**src/rtl/lsh_pkg.sv**
```systemverilog
// ----------------------------------------------------------------------------
// lsh_pkg
// Shared constants and types for the 3x3 cross-kernel sharpening filter.
// ----------------------------------------------------------------------------
package lsh_pkg;

   // default geometry of the block
   localparam int LSH_MAX_WIDTH  = 2048;
   localparam int LSH_CHANNELS   = 3;

   // fixed field widths
   localparam int SAMPLE_W       = 8;
   localparam int FWIDTH_W       = 12;
   localparam int ROW_W          = 16;
   localparam int COUNT_W        = 32;
   localparam int PADDR_W        = 3;
   localparam int PDATA_W        = 32;

   // register reset values
   localparam int FRAME_WIDTH_RST  = 640;
   localparam int FRAME_HEIGHT_RST = 480;
   localparam int MIN_DIM          = 3;

   // kernel centre weight
   localparam int SHARP_GAIN     = 5;

   // depth of the result queue
   localparam int OUT_QDEPTH     = 4;

   // register select (paddr word index)
   localparam logic [PADDR_W-3:0] REG_FRAME_WIDTH  = 1'b0;
   localparam logic [PADDR_W-3:0] REG_FRAME_HEIGHT = 1'b1;

   // one channel's neighbourhood, as handed to a lane
   typedef struct packed {
      logic [SAMPLE_W-1:0] centre;
      logic [SAMPLE_W-1:0] left;
      logic [SAMPLE_W-1:0] right;
      logic [SAMPLE_W-1:0] up;
      logic [SAMPLE_W-1:0] down;
   } lane_taps_type;

endpackage

```
**src/rtl/lsh_lane.sv**
```systemverilog
// ----------------------------------------------------------------------------
// lsh_lane
// One channel of the cross kernel: 5*centre minus four neighbours, clamped.
// ----------------------------------------------------------------------------
module lsh_lane import lsh_pkg::*; (
   input  lane_taps_type       taps,
   input  logic                interior,
   output logic [SAMPLE_W-1:0] sharp
);

   logic [SAMPLE_W+2:0] centre_x5;
   logic [SAMPLE_W+1:0] nb_sum;
   logic [SAMPLE_W+2:0] diff;

   always_comb begin
      centre_x5 = (SAMPLE_W+3)'(SHARP_GAIN) * {3'b000, taps.centre};
      nb_sum    = {2'b00, taps.left} + {2'b00, taps.right}
                + {2'b00, taps.up} + {2'b00, taps.down};
      diff      = centre_x5 - {1'b0, nb_sum};
      if (!interior || centre_x5 <= {1'b0, nb_sum}) begin
         sharp = '0;
      end else if (diff[SAMPLE_W+2:SAMPLE_W] != 3'b000) begin
         sharp = '1;
      end else begin
         sharp = diff[SAMPLE_W-1:0];
      end
   end

endmodule

```
**config.mk**
```make
export PLATFORM = sky130hd
export DESIGN_NAME = lsh_lane
export DESIGN_NICKNAME = d
export VERILOG_FILES = /design/src/rtl/lsh_pkg.sv /design/src/rtl/lsh_lane.sv
export SDC_FILE = /design/constraint.sdc
export NUM_CORES = 1
export LEC_CHECK = 0
export BUFFER_PORTS_ARGS = -buffer_cell sky130_fd_sc_hd__buf_2
export CORE_MARGIN = 3
export CORE_UTILIZATION = 32
export DETAILED_ROUTE_END_ITERATION = 8
export SLEW_MARGIN = 15
export SYNTH_ARGS = -nofsm -noshare
export SYNTH_HDL_FRONTEND = slang
export SYNTH_SLANG_ARGS = --single-unit
```
**constraint.sdc**
```tcl
create_clock -name vclk -period 11.15
set_input_delay 2.23 -clock vclk [all_inputs]
set_output_delay 2.23 -clock vclk [all_outputs]
set_load 0.03 [all_outputs]
```
==> flow_summary.json <==
{
  "outcome": "finished clean",
  "crit_chain": "buf_2 -> inv_1 -> fa_1 -> fa_1 -> inv_1 -> ha_1 -> a21o_1 -> a21oi_1 -> nor2b_1 -> o21a_1 -> o41ai_1 -> xor2_1 -> ha_1 -> a21o_1 -> a31o_1 -> a221oi_2 -> xor2_2 -> o31a_1 -> buf_2",
  "routabilityCongestion": 0.824,
  "grt_util_met2": 0.194,
  "start_kind": "primary input",
  "wl_per_cell_um": 10.6,
  "report.final.slew_viol_count": 0,
  "ios": 49,
  "tns_ns": 0,
  "syn-cell-area_sq_um": 1710,
  "synthToLayoutAreaGrowth_pct": 18.4,
  "synth_compound_area_frac": 0.235,
  "synth_area_leaders": "ha_1 (23%), fa_1 (21%), inv_1 (11%)",
  "drc": 0,
  "drt_pass1_iterations": 4,
  "leakage_nw": 1.12,
  "ys_warn_count": 0,
  "nNetsFinal": 348,
  "peakVddDrop_v": 0.0000874,
  "synth_fa_ha_area_frac": 0.438,
  "vias": 1532,
  "critPathTopFamily": "compound AO/OA/AOI/OAI gates",
  "post_cts_resized": 0,
  "rsz0062_at_grt": "no",
  "diodes": 0,
  "finalCritPeriodShare": 0.808,
  "hold_path_depth": 5,
  "gr-usage-all-layers": 0.109,
  "hp-class": "primary input to output pin",
  "nFillCells": 550,
  "die-area_sq_um": 6250,
  "crit_cells": 19,
  "antenna_found_initial": 0,
  "synth-xor-area-share": 0.0865,
  "grt_overflow": 0,
  "synthCells": 210,
  "required_ns": 8.92,
  "dieWidth_um": 79.0,
  "power_density_nw_per_um2": 242,
  "seq_cells": 0,
  "syn-num-nets": 300,
  "yosys.area_share.simple": 0.122,
  "postRouteAntennaNets": 0,
  "tightest_slew_ns": 0.581,
  "worstSetupPathType": "primary input to output pin",
  "drtIter0Drc": 50,
  "hold_viol": 0,
  "crit_buf_inv": 4,
  "busiest_layer": "met2",
  "grt_max_degree": 11,
  "grt_pass1_vias": 1393,
  "grt_first_pass_wirelength_um": 5860,
  "cp-startpoint": "taps[2]",
  "cp_slowest_cell": "fa_1",
  "synth_top_family_by_area": "adder cells",
  "synth_cell_types": 40,
  "fmax_mhz": 111,
  "yosysTopAreaCell": "ha_1",
  "cts_hold_buf": 0,
  "core-area_sq_um": 4940,
  "drive_above_1_share": 0.223,
  "viasPerCell": 4.74,
  "synth_mux_area_frac": 0,
  "wirelength_um": 3420,
  "maxCapViolations": 0,
  "holdWs_ns": 5.03,
  "grtUsageMet1": 0.156,
  "ff_latch_area_sq_um": 0,
  "hpwl_um": 3160,
  "groute.layer.met3.usage": 0.00113,
  "portBuffers": 49,
  "critPathMaxFanout": 8,
  "max_stage_delay_ns": 0.58,
  "ys_seq_area_frac": 0,
  "end_kind": "output pin",
  "hold_start": "interior",
  "slew_headroom": 0.612,
  "nClkBuffers": 0,
  "setup_violations": 0,
  "cp.arrival_ns": 6.78,
  "postCtsSetupRepairBufs": 0,
  "post-synth-top-area-fraction": 0.227,
  "layout_min_cycle_time_ns": 9.01,
  "start_util": 0.345,
  "syn_avg_cell_area_sq_um": 8.13,
  "die_y_um": 79.0,
  "placementRows": 25
}
metrics by stage:
| stage | cell area, sq um | setup slack, ns | utilization | instances | total power (W) |
|---|---|---|---|---|---|
| after floorplan | 1710 | 2.61 | - | 210 | 0.000393 |
| after global placement | 2020 | 2.14 | 0.409 | 323 | 0.000490 |
| after detailed placement | 2020 | 2.15 | 0.409 | 323 | 0.000489 |
| after CTS | 2020 | 2.13 | 0.409 | 323 | 0.000492 |
| after global routing | 2020 | 1.83 | 0.409 | 323 | 0.000549 |
| final | 2020 | 2.14 | 0.409 | 323 | 0.000488 |
logic make-up after synthesis:
group	after synthesis
compound gates	53
buf+inv	53
fa+ha+maj	49
simple gates	39
xor+xnor	16
per-layer routing:
layer,share of wire,vias up
met3,0.029,2
met5,0,-
met2,0.50,27
met1,0.46,692
met4,0.0064,0
li1,-,811
final timing paths:
kind / endpoint / slack, ns
worst max-delay path: sharp[2] / 2.14
worst min-delay path: sharp[4] / 5.03
worst min-delay path, cell delays in order:
cell,delay (ns)
buf_2,0.10
o21ai_0,0.09
a31oi_2,0.10
o31a_1,0.11
buf_2,0.16
synthesized netlist by cell type (all sizes together):
master,instances
a211oi,2
a21boi,2
a21o,8
a21oi,10
a221oi,1
a31o,2
a31oi,4
a41oi,1
and4,1
and4b,1
buf,3
fa,18
ha,31
inv,50
nand2,6
nand2b,1
nand3,5
nand3b,2
nand4,3
nor2,9
nor2b,5
nor3,2
nor3b,1
nor4,2
o211a,1
o21a,3
o21ai,7
o21ba,1
o21bai,2
o31a,8
o41ai,1
or3,1
xnor2,8
xor2,8
report_power, final:
group,switching (W),internal [W]
Combinational,0.000291,0.000198
Sequential,0,0
Clock,0,0
Total,0.000291,0.000198
final cells by class:
cell class	count	area, sq um	area share
tap	67	83.8	0.0415
multi-input combinational	157	1500	0.744
inverter	50	188	0.0929
timing repair buffer	49	245	0.121
placed cells by master, fill, tap and decap left out, types with 6 or more instances in the layout:
| cell type | count |
|---|---|
| a21o_1 | 8 |
| a21oi_1 | 10 |
| buf_2 | 49 |
| fa_1 | 18 |
| ha_1 | 31 |
| inv_1 | 50 |
| nand2_1 | 6 |
| nor2_1 | 9 |
| o21ai_0 | 6 |
| o31a_1 | 8 |
| xnor2_1 | 8 |
| xor2_1 | 7 |
Note: power is estimated with default switching activity, not from simulation.
