`src/rtl/lsh_outq.sv`:
```
// ----------------------------------------------------------------------------
// lsh_outq
// Small result queue between the filter pipeline and the output channel.
// ----------------------------------------------------------------------------
module lsh_outq #(
   parameter int WIDTH = 25,
   parameter int DEPTH = 4
) (
   input  logic                       clock,
   input  logic                       reset,
   input  logic                       push,
   input  logic [WIDTH-1:0]           push_data,
   input  logic                       pop,
   output logic [WIDTH-1:0]           head_data,
   output logic [$clog2(DEPTH+1)-1:0] count
);

   localparam int PTR_W = $clog2(DEPTH);
   localparam int CNT_W = $clog2(DEPTH+1);

   logic [WIDTH-1:0] entry_ff [DEPTH];
   logic [PTR_W-1:0] wr_ptr_ff, wr_ptr_in;
   logic [PTR_W-1:0] rd_ptr_ff, rd_ptr_in;
   logic [CNT_W-1:0] count_ff, count_in;

   always_comb begin
      wr_ptr_in = wr_ptr_ff;
      rd_ptr_in = rd_ptr_ff;
      count_in  = count_ff;
      if (push) begin
         wr_ptr_in = (wr_ptr_ff == PTR_W'(DEPTH-1)) ? '0 : wr_ptr_ff + PTR_W'(1);
      end
      if (pop) begin
         rd_ptr_in = (rd_ptr_ff == PTR_W'(DEPTH-1)) ? '0 : rd_ptr_ff + PTR_W'(1);
      end
      if (push && !pop) begin
         count_in = count_ff + CNT_W'(1);
      end else if (pop && !push) begin
         count_in = count_ff - CNT_W'(1);
      end
   end

   always_ff @(posedge clock) begin
      if (reset) begin
         wr_ptr_ff <= '0;
         rd_ptr_ff <= '0;
         count_ff  <= '0;
      end else begin
         wr_ptr_ff <= wr_ptr_in;
         rd_ptr_ff <= rd_ptr_in;
         count_ff  <= count_in;
      end
   end

   always_ff @(posedge clock) begin
      if (push) begin
         entry_ff[wr_ptr_ff] <= push_data;
      end
   end

   assign head_data = entry_ff[rd_ptr_ff];
   assign count     = count_ff;

endmodule

```
`config.mk`:
```
export PLATFORM = sky130hd
export DESIGN_NAME = lsh_outq
export DESIGN_NICKNAME = d
export VERILOG_FILES = /design/src/rtl/lsh_outq.sv
export SDC_FILE = /design/constraint.sdc
export NUM_CORES = 1
export LEC_CHECK = 0
export ABC_CLOCK_PERIOD_IN_PS = 4100
export BUFFER_PORTS_ARGS = -buffer_cell sky130_fd_sc_hd__buf_2
export CAP_MARGIN = 5
export CORE_MARGIN = 4
export CORE_UTILIZATION = 57
export CTS_BUF_LIST = sky130_fd_sc_hd__clkbuf_4 sky130_fd_sc_hd__clkbuf_8 sky130_fd_sc_hd__clkbuf_16
export DETAILED_ROUTE_END_ITERATION = 7
export PLACE_DENSITY = 0.79
export REMOVE_ABC_BUFFERS = 1
export SYNTH_ARGS = -nofsm -noshare
export SYNTH_HDL_FRONTEND = slang
export SYNTH_SLANG_ARGS = --single-unit
```
`constraint.sdc`:
```
create_clock -name clock -period 4.1 [get_ports clock]
set_clock_uncertainty 0.05 [all_clocks]
set_input_delay 0.205 -clock clock [delete_from_list [all_inputs] [get_ports clock]]
set_output_delay 0.205 -clock clock [all_outputs]
set_load 0.05 [all_outputs]
```
==> qor.txt <==
clock sink count: 109
Avg Synthesized Cell Area: 23.58 µm²
vias in the first global route: 1,958
Final TNS setup: 0 ns
arrival time worst endpoint: 2.14 ns
Synth Cell Area: 4079 µm²
FF/Latch Area: 3184 µm²
wire length per cell: 17.77 µm
fraction of layout cells with a size suffix above 1: 37.55%
post-synth cell types: 19
clk root buf: clkbuf_8
I/O pin count: 57
Seq/Total Area, Yosys: 78.04%
ANT nets after route: 0
met3 WL post-DR: 347 µm
Lkg Pwr: 0.001714 µW
Yosys top cell by area: edfxtp_1
xor-xnor portion of the synthesized cell area: 0.4294%
PortBufs: 56
status: finished clean
CORE AREA: 6869 µm²
post-synthesis mux area share: 15.25%
first-iteration detailed-routing DRC count: 167
synth cell count leaders: 100 x edfxtp_1, 20 x mux4_2, 9 x dfxtp_1
Post-DP Area: 4452 µm²
Highest Signal Layer: met4
Max IR drop VDD: 0.2472 mV
CP Max Fanout: 25
Die ar.: 8574 µm²
NumNets Final: 292
Critical Path Max Stage Delay: 0.90 ns
Die H: 92.60 µm
largest family of logic cells by synthesized area: multiplexers
Die Wd: 92.60 µm
RSZ-0062 raised after global routing: no
Post-Synth Adder-Cell Area: 2.331%
Final Hold Vio Count: 0
via count: 1,885
Max-slew headroom: 35.51%
dpl hpwl: 3858 µm
number of synthesis warnings: 0
gr usage total: 15.97%
clk_lat worst skew: 0.35 ns
type of the worst setup path: flip-flop to output port
DR pass1 iterations: 4
number of cells on the worst hold path: 1
Synth Area in Simple Gates: 1.595%
Final Routed Wirelength: 6343 µm
final setup violation count: 0
worst min path class: input pin to flip-flop
clk slew on worst S/H paths: 0.10 ns
CP required: 3.85 ns
area of the multi-input gates: 814.5 µm²
CP Cell Sequence: mux4_1 -> buf_2
fill cell count: 430
synth top area cells: edfxtp_1 74%, mux4_2 11%, dfxtp_1 4.4%
worst path bufs/invs: 1
GR Overflow Total: 0
Area Overhead vs Synth: 18.93%
CTS Buffer Depth: 2
DRT met1 WL: 2625 µm
pin count of the biggest net entering global routing: 26
compound-gate portion of the synthesized area: 0.3681%
routability cong.: 0.7020
CP Depth: 2
asr flop ratio synth: 0%
Max Cap Viol: 0
Worst-Margin Slew: 0.9674 ns
Post-Layout Cell Count: 357
Rows: 30
Crit-path slowest cell: dfxtp_2
CTS tree: built
H-tree levels: 3
Vias/cell: 5.280
Tmin final: 2.393 ns
number of flops mapped to enable cells by yosys: 100
Power Density: 480.2 nW/µm²
Initial Util: 59.38%
cts bufs inserted: 9
kind of end point of the critical path: output port
design area: 4851 µm²
initial antenna violation count: 0
first-pass GRT wire length: 10,040 µm
cell family with most CP delay: flip-flops
CP Launch Type: flip-flop
post-synth top area share: 73.62%
r2r worst-path depth: 4
n_diodes: 0
final period utilization: 58.36%
max-slew violations: 0
FF+latch count, synth: 109
# DRC: 0
top-count cell post-synth: edfxtp_1
Placed Instances: 324
Achievable Freq: 417.9 MHz
Post-Syn Instances: 173
DR WL met2: 3272 µm
prevailing post-synth register cell: edfxtp_1
## what timing repair did
action	4_1_cts	5_1_grt
hold buffers	8	9
resized for setup	0	0
buffers inserted	0	0
hold endpoints to repair	28	32
## worst reg2reg max path, cell delays in order (launching register included)
cell and delay (ns):
dfxtp_1 0.36, inv_1 0.09, ha_1 0.13, and2_1 0.76, buf_4 0.31
## sequential cells by signal, indices dropped and copies added (netlist names), named ones only
signal and cells:
rd_ptr_ff 2, count 3, entry_ff 100, wr_ptr_ff 2
## cells by family (layout without fill, tap and decap cells)
| logic type | Yosys count | count (layout) |
|---|---|---|
| AND/OR/NAND/NOR | 13 | 13 |
| flip-flops | 109 | 109 |
| buffers and inverters | 10 | 98 |
| AO/OA/AOI/OAI | 3 | 3 |
| multiplexers | 29 | 29 |
| adder cells (fa/ha/maj) | 7 | 7 |
| XOR/XNOR | 2 | 2 |
## report_power, final
part | total [µW] | internal, µW | leakage, µW | switching (µW)
logic | 331 | 110 | 0.000609 | 221
registers | 1290 | 1270 | 0.000993 | 25.8
clock network | 704 | 354 | 0.000112 | 350
total | 2330 | 1730 | 0.00171 | 597
## cells in the final DEF, fill, tap and decap left out, types with 2 or more instances in the layout
cell type and instances:
edfxtp_1 100, buf_2 56, mux4_2 20, dlygate4sd3_1 17, clkbuf_8 9, dfxtp_1 8, nor2_1 7, ha_1 6
mux4_1 5, buf_4 5, inv_1 4, and2_1 4, mux2i_1 4, xor2_1 2, a21oi_1 2, inv_6 2
bufinv_16 2
## stage by stage
step | total power, µW | utilization (%) | setup slack, ns | hold slack, ns
after floorplan | 1552 | - | 1.779 | 0.2241
after global placement | 1637 | 64.81 | 2.006 | 0.3685
after detailed placement | 1642 | 64.81 | 2.029 | 0.3716
after CTS | 2345 | 69.31 | 1.629 | 0.00003031
after global routing | 2424 | 70.62 | 1.488 | 0.001233
final | 2329 | 70.62 | 1.707 | 0.01660
## area by class of cell
cell class,instances,share of cell area [%]
flip-flops and latches,109,65.64
well taps,96,2.476
clock buffers,9,2.554
repair buffers,78,10.06
multi-input cells,54,16.79
inverters,4,0.3095
clock inverters,7,2.167
## path summary, 6_finish.rpt
path                          end           from  slack (ns)
hold reg to reg          count[2]       count[2]        0.46
setup / recovery    head_data[20]      flip-flop        1.71
setup reg to reg  entry_ff[2][17]   wr_ptr_ff[0]        2.12
hold / removal    entry_ff[2][13]  push_data[13]        0.02
## layer usage
layer / up-vias / GRT usage [%]
li1: 876 / -
met1: 958 / 19.79
met2: 42 / 26.22
met3: 9 / 5.118
met4: 0 / 6.436
met5: - / 0
No activity file was read; power rests on OpenSTA's default activity.
